**src/hw/rtl/phmt_pkg.sv**
```systemverilog
`timescale 1ns / 1ps
// ----------------------------------------------------------------------------
// phmt_pkg
// Shared types and constants of the dual-role key engine.
// ----------------------------------------------------------------------------
package phmt_pkg;

  localparam int KEY_W     = 16;
  localparam int TIME_W    = 16;
  localparam int LAYER_W   = 32;
  localparam int ENTRY_W   = 48;
  localparam int CFG_AW    = 3;
  localparam int CFG_DW    = 48;
  localparam int MAX_SLOTS = 5;
  localparam logic [TIME_W-1:0] TAP_WINDOW_RST = 16'd150;

  typedef enum logic [CFG_AW-1:0] {
    REG_TAP_WINDOW  = 3'd0,
    REG_ENTRY_ZERO  = 3'd1,
    REG_ENTRY_ONE   = 3'd2,
    REG_ENTRY_TWO   = 3'd3,
    REG_ENTRY_THREE = 3'd4,
    REG_ENTRY_FOUR  = 3'd5
  } reg_idx_e;

  typedef enum logic [1:0] {
    ACT_NONE       = 2'd0,
    ACT_REGISTER   = 2'd1,
    ACT_UNREGISTER = 2'd2,
    ACT_TAP        = 2'd3
  } action_e;

  // Key event traveling along the cell row
  typedef struct packed {
    logic              valid;
    logic              press;
    logic              lsw;      // last layer update since last key event changed the layer
    logic [KEY_W-1:0]  key;
    logic [TIME_W-1:0] now;
    logic              hit;
    logic              do_tap;
    logic [KEY_W-1:0]  mod;
    logic [KEY_W-1:0]  tap;
  } tok_t;

endpackage

```
**src/hw/rtl/phmt_in_if.sv**
```systemverilog
`timescale 1ns / 1ps
// ----------------------------------------------------------------------------
// phmt_in_if
// Key event / layer update channel.
// ----------------------------------------------------------------------------
interface phmt_in_if;
  logic        valid;
  logic        ready;
  logic        op;
  logic [15:0] keycode;
  logic        pressed;
  logic [15:0] now_ms;
  logic [31:0] layer_state;

  modport source (output valid, op, keycode, pressed, now_ms, layer_state, input ready);
  modport sink   (input valid, op, keycode, pressed, now_ms, layer_state, output ready);
endinterface

```
**src/hw/rtl/phmt_out_if.sv**
```systemverilog
`timescale 1ns / 1ps
// ----------------------------------------------------------------------------
// phmt_out_if
// Result channel.
// ----------------------------------------------------------------------------
interface phmt_out_if;
  logic        valid;
  logic        ready;
  logic [1:0]  action;
  logic [15:0] code;
  logic        handled;
  logic        last;

  modport source (output valid, action, code, handled, last, input ready);
  modport sink   (input valid, action, code, handled, last, output ready);
endinterface

```
**src/hw/rtl/phmt_cfg_if.sv**
```systemverilog
`timescale 1ns / 1ps
// ----------------------------------------------------------------------------
// phmt_cfg_if
// Register write channel.
// ----------------------------------------------------------------------------
interface phmt_cfg_if;
  logic        valid;
  logic        ready;
  logic [2:0]  addr;
  logic [47:0] data;

  modport source (output valid, addr, data, input ready);
  modport sink   (input valid, addr, data, output ready);
endinterface

```
**src/hw/rtl/pre_hold_mod_tap_engine_top.sv**
```systemverilog
`timescale 1ns / 1ps
// ----------------------------------------------------------------------------
// pre_hold_mod_tap_engine_top
// Dual-role key engine: table of trigger keys with modifier and tap codes.
// ----------------------------------------------------------------------------
// A key event walks the row of NUM_ENTRIES entry cells, one cell per cycle,
// and its first result is registered from the output of the last cell; a
// release that taps gives a second result in the cycle after the first is
// taken. A layer update answers in the cycle after its transfer. One item is
// in flight at a time: the next input transfer is taken the cycle after the
// last result transfer. Register writes are taken every cycle and must only
// be issued while the engine is idle.
module pre_hold_mod_tap_engine_top
  import phmt_pkg::*;
#(
  parameter int NUM_ENTRIES = 5
) (
  input  logic clk,
  input  logic rst_n,
  phmt_in_if.sink    in_ch,
  phmt_out_if.source out_ch,
  phmt_cfg_if.sink   cfg_ch
);

  typedef enum logic [1:0] {S_IDLE, S_SCAN, S_OUT1, S_OUT2} state_t;

  state_t             state_r;
  logic [TIME_W-1:0]  tap_window_r;
  logic               lsw_r;
  logic [LAYER_W-1:0] prev_layer_r;
  logic               out_valid_r;
  action_e            action_r;
  logic [KEY_W-1:0]   code_r;
  logic               handled_r;
  logic               last_r;
  logic               tap_pend_r;
  logic [KEY_W-1:0]   tap_code_r;

  tok_t chain [NUM_ENTRIES+1];
  tok_t tail;
  logic in_xfer, out_xfer, cfg_xfer;

  assign in_ch.ready  = (state_r == S_IDLE);
  assign cfg_ch.ready = 1'b1;
  assign in_xfer      = in_ch.valid & in_ch.ready;
  assign out_xfer     = out_ch.valid & out_ch.ready;
  assign cfg_xfer     = cfg_ch.valid;

  always_comb begin
    chain[0]        = '0;
    chain[0].valid  = in_xfer & ~in_ch.op;
    chain[0].press  = in_ch.pressed;
    chain[0].lsw    = lsw_r;
    chain[0].key    = in_ch.keycode;
    chain[0].now    = in_ch.now_ms;
  end

  for (genvar i = 0; i < NUM_ENTRIES; i++) begin : g_cell
    phmt_cell u_cell (
      .clk         (clk),
      .rst_n       (rst_n),
      .entry_we    (cfg_xfer && cfg_ch.addr == CFG_AW'(int'(REG_ENTRY_ZERO) + i)),
      .entry_wdata (cfg_ch.data[ENTRY_W-1:0]),
      .tap_window  (tap_window_r),
      .tok_i       (chain[i]),
      .tok_o       (chain[i+1])
    );
  end

  assign tail = chain[NUM_ENTRIES];

  always_ff @(posedge clk) begin
    if (!rst_n) begin
      tap_window_r <= TAP_WINDOW_RST;
    end else if (cfg_xfer && cfg_ch.addr == REG_TAP_WINDOW) begin
      tap_window_r <= cfg_ch.data[TIME_W-1:0];
    end
  end

  always_ff @(posedge clk) begin
    if (!rst_n) begin
      state_r      <= S_IDLE;
      lsw_r        <= 1'b0;
      prev_layer_r <= '0;
      out_valid_r  <= 1'b0;
      action_r     <= ACT_NONE;
      code_r       <= '0;
      handled_r    <= 1'b0;
      last_r       <= 1'b0;
      tap_pend_r   <= 1'b0;
      tap_code_r   <= '0;
    end else begin
      case (state_r)
        S_IDLE: begin
          if (in_xfer) begin
            if (in_ch.op) begin
              lsw_r        <= (in_ch.layer_state != prev_layer_r);
              prev_layer_r <= in_ch.layer_state;
              out_valid_r  <= 1'b1;
              action_r     <= ACT_NONE;
              code_r       <= '0;
              handled_r    <= 1'b0;
              last_r       <= 1'b1;
              tap_pend_r   <= 1'b0;
              state_r      <= S_OUT1;
            end else begin
              state_r <= S_SCAN;
            end
          end
        end
        S_SCAN: begin
          if (tail.valid) begin
            lsw_r       <= 1'b0;
            out_valid_r <= 1'b1;
            tap_code_r  <= tail.tap;
            state_r     <= S_OUT1;
            if (!tail.hit) begin
              action_r   <= ACT_NONE;
              code_r     <= '0;
              handled_r  <= 1'b0;
              last_r     <= 1'b1;
              tap_pend_r <= 1'b0;
            end else if (tail.press) begin
              action_r   <= ACT_REGISTER;
              code_r     <= tail.mod;
              handled_r  <= 1'b1;
              last_r     <= 1'b1;
              tap_pend_r <= 1'b0;
            end else begin
              action_r   <= ACT_UNREGISTER;
              code_r     <= tail.mod;
              handled_r  <= 1'b1;
              last_r     <= ~tail.do_tap;
              tap_pend_r <= tail.do_tap;
            end
          end
        end
        S_OUT1: begin
          if (out_xfer) begin
            if (tap_pend_r) begin
              action_r   <= ACT_TAP;
              code_r     <= tap_code_r;
              last_r     <= 1'b1;
              tap_pend_r <= 1'b0;
              state_r    <= S_OUT2;
            end else begin
              out_valid_r <= 1'b0;
              state_r     <= S_IDLE;
            end
          end
        end
        S_OUT2: begin
          if (out_xfer) begin
            out_valid_r <= 1'b0;
            state_r     <= S_IDLE;
          end
        end
        default: begin
          out_valid_r <= 1'b0;
          state_r     <= S_IDLE;
        end
      endcase
    end
  end

  assign out_ch.valid   = out_valid_r;
  assign out_ch.action  = action_r;
  assign out_ch.code    = code_r;
  assign out_ch.handled = handled_r;
  assign out_ch.last    = last_r;

endmodule

```
**src/hw/rtl/phmt_cell.sv**
```systemverilog
`timescale 1ns / 1ps
// ----------------------------------------------------------------------------
// phmt_cell
// One table entry with its hold state; checks the passing key event and
// hands it on to the next cell through its output register.
// ----------------------------------------------------------------------------
module phmt_cell
  import phmt_pkg::*;
(
  input  logic               clk,
  input  logic               rst_n,
  input  logic               entry_we,
  input  logic [ENTRY_W-1:0] entry_wdata,
  input  logic [TIME_W-1:0]  tap_window,
  input  tok_t               tok_i,
  output tok_t               tok_o
);

  logic [ENTRY_W-1:0] entry_r;
  logic [TIME_W-1:0]  time_r, time_nxt;
  logic               int_r, int_nxt;
  logic               held_r, held_nxt;
  tok_t               tok_r, tok_nxt;

  logic [TIME_W-1:0]  elapsed;
  logic [KEY_W-1:0]   trig;
  logic               int_scan;
  logic               match;

  assign elapsed  = tok_i.now - time_r;
  assign trig     = entry_r[47:32];
  assign int_scan = int_r | (held_r & (tok_i.press | (elapsed > tap_window)));
  assign match    = tok_i.valid & ~tok_i.hit & (trig != '0) & (trig == tok_i.key);

  always_comb begin
    time_nxt = time_r;
    int_nxt  = int_r;
    held_nxt = held_r;
    tok_nxt  = tok_i;
    if (tok_i.valid) begin
      int_nxt = int_scan;
    end
    if (match) begin
      tok_nxt.hit    = 1'b1;
      tok_nxt.mod    = entry_r[31:16];
      tok_nxt.tap    = entry_r[15:0];
      tok_nxt.do_tap = 1'b0;
      if (tok_i.press) begin
        time_nxt = tok_i.now;
        int_nxt  = 1'b0;
        held_nxt = 1'b1;
      end else begin
        tok_nxt.do_tap = ~tok_i.lsw & ~int_scan & (elapsed < tap_window);
        held_nxt       = 1'b0;
      end
    end
  end

  always_ff @(posedge clk) begin
    if (!rst_n) begin
      entry_r <= '0;
      time_r  <= '0;
      int_r   <= 1'b0;
      held_r  <= 1'b0;
      tok_r   <= '0;
    end else begin
      if (entry_we) begin
        entry_r <= entry_wdata;
      end
      time_r <= time_nxt;
      int_r  <= int_nxt;
      held_r <= held_nxt;
      tok_r  <= tok_nxt;
    end
  end

  assign tok_o = tok_r;

endmodule

```
**src/flat_wrapper.sv**
```systemverilog
// flat-port wrapper written by rule: the top's interface ports become plain ports
module pre_hold_mod_tap_engine_top_flat import phmt_pkg::*;
#(
  parameter int NUM_ENTRIES = 5
)
  (clk, rst_n, in_ch_valid, in_ch_op, in_ch_keycode, in_ch_pressed, in_ch_now_ms, in_ch_layer_state, in_ch_ready, out_ch_valid, out_ch_action, out_ch_code, out_ch_handled, out_ch_last, out_ch_ready, cfg_ch_valid, cfg_ch_addr, cfg_ch_data, cfg_ch_ready);
  phmt_in_if in_ch_i ();
  phmt_out_if out_ch_i ();
  phmt_cfg_if cfg_ch_i ();
  input  logic clk;
  input  logic rst_n;
  input wire logic [$bits(in_ch_i.valid)-1:0] in_ch_valid;
  input wire logic [$bits(in_ch_i.op)-1:0] in_ch_op;
  input wire logic [$bits(in_ch_i.keycode)-1:0] in_ch_keycode;
  input wire logic [$bits(in_ch_i.pressed)-1:0] in_ch_pressed;
  input wire logic [$bits(in_ch_i.now_ms)-1:0] in_ch_now_ms;
  input wire logic [$bits(in_ch_i.layer_state)-1:0] in_ch_layer_state;
  output wire logic [$bits(in_ch_i.ready)-1:0] in_ch_ready;
  output wire logic [$bits(out_ch_i.valid)-1:0] out_ch_valid;
  output wire logic [$bits(out_ch_i.action)-1:0] out_ch_action;
  output wire logic [$bits(out_ch_i.code)-1:0] out_ch_code;
  output wire logic [$bits(out_ch_i.handled)-1:0] out_ch_handled;
  output wire logic [$bits(out_ch_i.last)-1:0] out_ch_last;
  input wire logic [$bits(out_ch_i.ready)-1:0] out_ch_ready;
  input wire logic [$bits(cfg_ch_i.valid)-1:0] cfg_ch_valid;
  input wire logic [$bits(cfg_ch_i.addr)-1:0] cfg_ch_addr;
  input wire logic [$bits(cfg_ch_i.data)-1:0] cfg_ch_data;
  output wire logic [$bits(cfg_ch_i.ready)-1:0] cfg_ch_ready;
  assign in_ch_i.valid = in_ch_valid;
  assign in_ch_i.op = in_ch_op;
  assign in_ch_i.keycode = in_ch_keycode;
  assign in_ch_i.pressed = in_ch_pressed;
  assign in_ch_i.now_ms = in_ch_now_ms;
  assign in_ch_i.layer_state = in_ch_layer_state;
  assign in_ch_ready = in_ch_i.ready;
  assign out_ch_valid = out_ch_i.valid;
  assign out_ch_action = out_ch_i.action;
  assign out_ch_code = out_ch_i.code;
  assign out_ch_handled = out_ch_i.handled;
  assign out_ch_last = out_ch_i.last;
  assign out_ch_i.ready = out_ch_ready;
  assign cfg_ch_i.valid = cfg_ch_valid;
  assign cfg_ch_i.addr = cfg_ch_addr;
  assign cfg_ch_i.data = cfg_ch_data;
  assign cfg_ch_ready = cfg_ch_i.ready;
  pre_hold_mod_tap_engine_top #(.NUM_ENTRIES(NUM_ENTRIES)) u_core (.clk(clk), .rst_n(rst_n), .in_ch(in_ch_i), .out_ch(out_ch_i), .cfg_ch(cfg_ch_i));
endmodule
```
**config.mk**
```make
export PLATFORM = sky130hd
export DESIGN_NAME = pre_hold_mod_tap_engine_top_flat
export DESIGN_NICKNAME = d
export VERILOG_FILES = /design/src/hw/rtl/phmt_pkg.sv /design/src/hw/rtl/phmt_in_if.sv /design/src/hw/rtl/phmt_out_if.sv /design/src/hw/rtl/phmt_cfg_if.sv /design/src/hw/rtl/pre_hold_mod_tap_engine_top.sv /design/src/hw/rtl/phmt_cell.sv /design/src/flat_wrapper.sv
export SDC_FILE = /design/constraint.sdc
export NUM_CORES = 2
export LEC_CHECK = 0
export ABC_AREA = 1
export BUFFER_PORTS_ARGS = -buffer_cell sky130_fd_sc_hd__buf_2
export CAP_MARGIN = 20
export CORE_UTILIZATION = 30
export CTS_CLUSTER_DIAMETER = 100
export CTS_CLUSTER_SIZE = 40
export DETAILED_ROUTE_END_ITERATION = 6
export SLEW_MARGIN = 30
export SYNTH_ARGS = -nofsm -noshare
export SYNTH_HDL_FRONTEND = slang
export SYNTH_HIERARCHICAL = 1
export SYNTH_SLANG_ARGS = --single-unit
```
**constraint.sdc**
```tcl
create_clock -name clk -period 5.1 [get_ports clk]
set_clock_uncertainty 0.2 [all_clocks]
set_input_delay 1.02 -clock clk [delete_from_list [all_inputs] [get_ports clk]]
set_output_delay 1.02 -clock clk [all_outputs]
set_load 0.005 [all_outputs]
```
==> flow_summary.yaml <==
sta:
  fmax_ghz: 0.287
  slew_headroom: 0.357
  worst_slew_pin_slew_ns: 0.961
  hold-worst-slack_ns: 0.242
  rsz0062_at_grt: "no"
  finalSetupViolCount: 0
  setup_tns_ns: 0
  fin_crit_sh: 0.684
  drv_slew: 0
  hold_viol: 0
  fin_crit_ns: 3.49
synth:
  yosys_warnings: 6
  syn-cell-area_sq_um: 33400
  synth.avg_cell_area_sq_um: 7.36
  syn_inst: 4542
drt:
  route.detailed.drc: 0
  via_count: 27196
  route.detailed.wl_per_inst_um: 14.6
  drt_iter0_drc: 1878
  vias_per_cell: 4.45
  drt-total-wl_um: 89300
  drtAntennaViolNets: 0
  drt_pass1_iterations: 7
global_routing:
  grtUsageMet2: 0.249
  track_usage: 0.156
  top_usage_layer: "met2"
  grt_start_max_net_pins: 214
  grtUsageMet1: 0.216
  grt_use_met3: 0.0222
  antenna_found_initial: 8
  grt_pass1_vias: 25489
  grt_remaining_overflow: 0
  grt_pass1_wl_um: 140000
critical_path:
  crit_top_cell: "nand2_1"
  cpMaxStageDelayCell: "fa_1"
  cp-end-kind: "register"
  worstPathCellList: "inv_1, ha_1, fa_1, o21ai_1, a21boi_0, o21ai_0, nand2_1, nand2_1, xor2_1, ha_1, nand4_1, nor3_1, nand2_1, nand3_1, nand4_1, and3_1"
  critical_path_buf_inv_count: 1
  cp_max_fo: 3
  setup.worst_path.start_class: "register"
  worstSetupPathType: "register to register"
  crit_arrival_ns: 3.82
  cp_data_required_time_ns: 5.44
  path_delay_family: "simple AND/OR/NAND/NOR gates"
  slowest_delay_ns: 0.40
power:
  p_sw_frac: 0.308
  power_switching_w: 0.00362
  pwr_density_cell_nw_per_um2: 318
  p_comb_frac: 0.159
  vdd_drop_max_uv: 208
  internal_power_w: 0.00811
  clockPowerShare: 0.313
  power_frac_seq: 0.528
  finalPower_w: 0.0117
  p_leak_nw: 18.1
cells_and_area:
  post_route_cells_drive_above_1_share: 0.0758
  seq_area_sq_um: 14600
  finish.utilization: 0.333
  syn2layout_area_growth_pct: 10.1
  multiInputGateArea_sq_um: 15200
  layout.nets: 4880
  fill_cells: 11825
die:
  die_h_um: 336
  die-area_sq_um: 113000
  core_area_sq_um: 111000
  start_util: 0.302
  die_w_um: 336
  io_pins: 145
  num_rows: 122
cts:
  clkSinkCount: 731
  clock_tree.root_cell: "clkbuf_16"
  clkLatencyLatePin_ns: 0.66
  htree_levels: 2
  cts_inserted_buffers: 34
  cts_tree: "yes"
  cts_hold_buf: 0
  cts_resized: 0
  clockBufferDepth: 3
  clk_pin_slew_ns: 0.12
  cts_setup_buffers: 0
placed_design:
  dp_hpwl_um: 64300
  numPortBuffers: 143
  place.gp.congestion: 0.873
flow_run:
  max_cap_viol_count: 0
outcome:
  outcome: "finished clean"
hold_path:
  min_path_type: "register to register"
[layout make-up]
class,instances,area share
multi-input combinational,2900,0.413
clock buffer,36,0.0239
sequential,731,0.397
inverter,761,0.0777
clock inverter,23,0.0116
tap,1488,0.0505
antenna,4,0.000272
timing repair buffer,166,0.0254
[sequential cells by signal, summed over array words and instances (netlist names)]
| signal | flops |
|---|---|
| u_core/g_cell.u_cell/entry_r | 240 |
| u_core/g_cell.u_cell/held_r | 5 |
| u_core/g_cell.u_cell/int_r | 5 |
| u_core/g_cell.u_cell/time_r | 80 |
| u_core/g_cell.u_cell/tok_o | 312 |
| u_core/lsw_r | 1 |
| u_core/out_ch.action | 2 |
| u_core/out_ch.code | 16 |
| u_core/out_ch.handled | 1 |
| u_core/out_ch.last | 1 |
| u_core/out_ch.valid | 1 |
| u_core/prev_layer_r | 32 |
| u_core/state_r | 2 |
| u_core/tap_code_r | 16 |
| u_core/tap_pend_r | 1 |
| u_core/tap_window_r | 16 |
[layer usage]
layer	wire [um]	share of wire
met5	27	0.00030
met4	2160	0.024
met3	4160	0.047
met2	39400	0.44
met1	43500	0.49
[path summary, 6_finish.rpt]
kind | startpoint | end | slack (ns) | cells after the start
worst min-delay path | u_core/g_cell[0].u_cell/tok_o[66] | u_core/g_cell[1].u_cell/tok_o[66] | 0.24 | 2
worst min register to register | u_core/g_cell[0].u_cell/tok_o[66] | u_core/g_cell[1].u_cell/tok_o[66] | 0.24 | 2
worst max-delay path | u_core/g_cell[0].u_cell/tok_o[34] | u_core/g_cell[1].u_cell/tok_o[32] | 1.61 | 16
worst max register to register | u_core/g_cell[0].u_cell/tok_o[34] | u_core/g_cell[1].u_cell/tok_o[32] | 1.61 | 16
[worst min-delay path, delay by kind of cell (launching register included)]
kind / cells / cell delay, ns
buffers and inverters: 1 / 0.03
flip-flops: 1 / 0.34
AND/OR/NAND/NOR: 1 / 0.05
[cell usage in the layout, fill, tap and decap left out, types with 20 or more instances in the layout]
| master | n |
|---|---|
| a211oi_2 | 29 |
| a21oi_1 | 339 |
| buf_2 | 142 |
| buf_4 | 20 |
| clkbuf_16 | 35 |
| conb_1 | 36 |
| dfxtp_1 | 731 |
| ha_1 | 159 |
| inv_1 | 733 |
| inv_2 | 20 |
| nand2_1 | 743 |
| nand3_1 | 79 |
| nand4_1 | 26 |
| nor2_1 | 702 |
| nor3_1 | 34 |
| o21a_1 | 68 |
| o21ai_0 | 360 |
| o21ai_1 | 70 |
| xnor2_1 | 64 |
| xor2_1 | 49 |
[metrics by stage]
| stage | cell area (sq um) | std cells | worst slack [ns] |
|---|---|---|---|
| after detailed placement | 35500 | 6046 | 1.25 |
| final | 36800 | 6109 | 1.61 |
| after floorplan | 33600 | 4576 | 1.71 |
| after global routing | 36800 | 6109 | 1.26 |
| after CTS | 36800 | 6105 | 1.58 |
| after global placement | 35500 | 6046 | 1.17 |
[power groups by stage]
stage	sequential (W)	clock [W]	combinational [W]
3_3_place_gp	0.00631	0	0.00184
2_1_floorplan	0.00626	0	0.00132
3_5_place_dp	0.00632	0	0.00186
5_1_grt	0.00622	0.00401	0.00212
4_1_cts	0.00619	0.00382	0.00187
6_report	0.00619	0.00368	0.00186
Note: power is estimated with default switching activity, not from simulation.
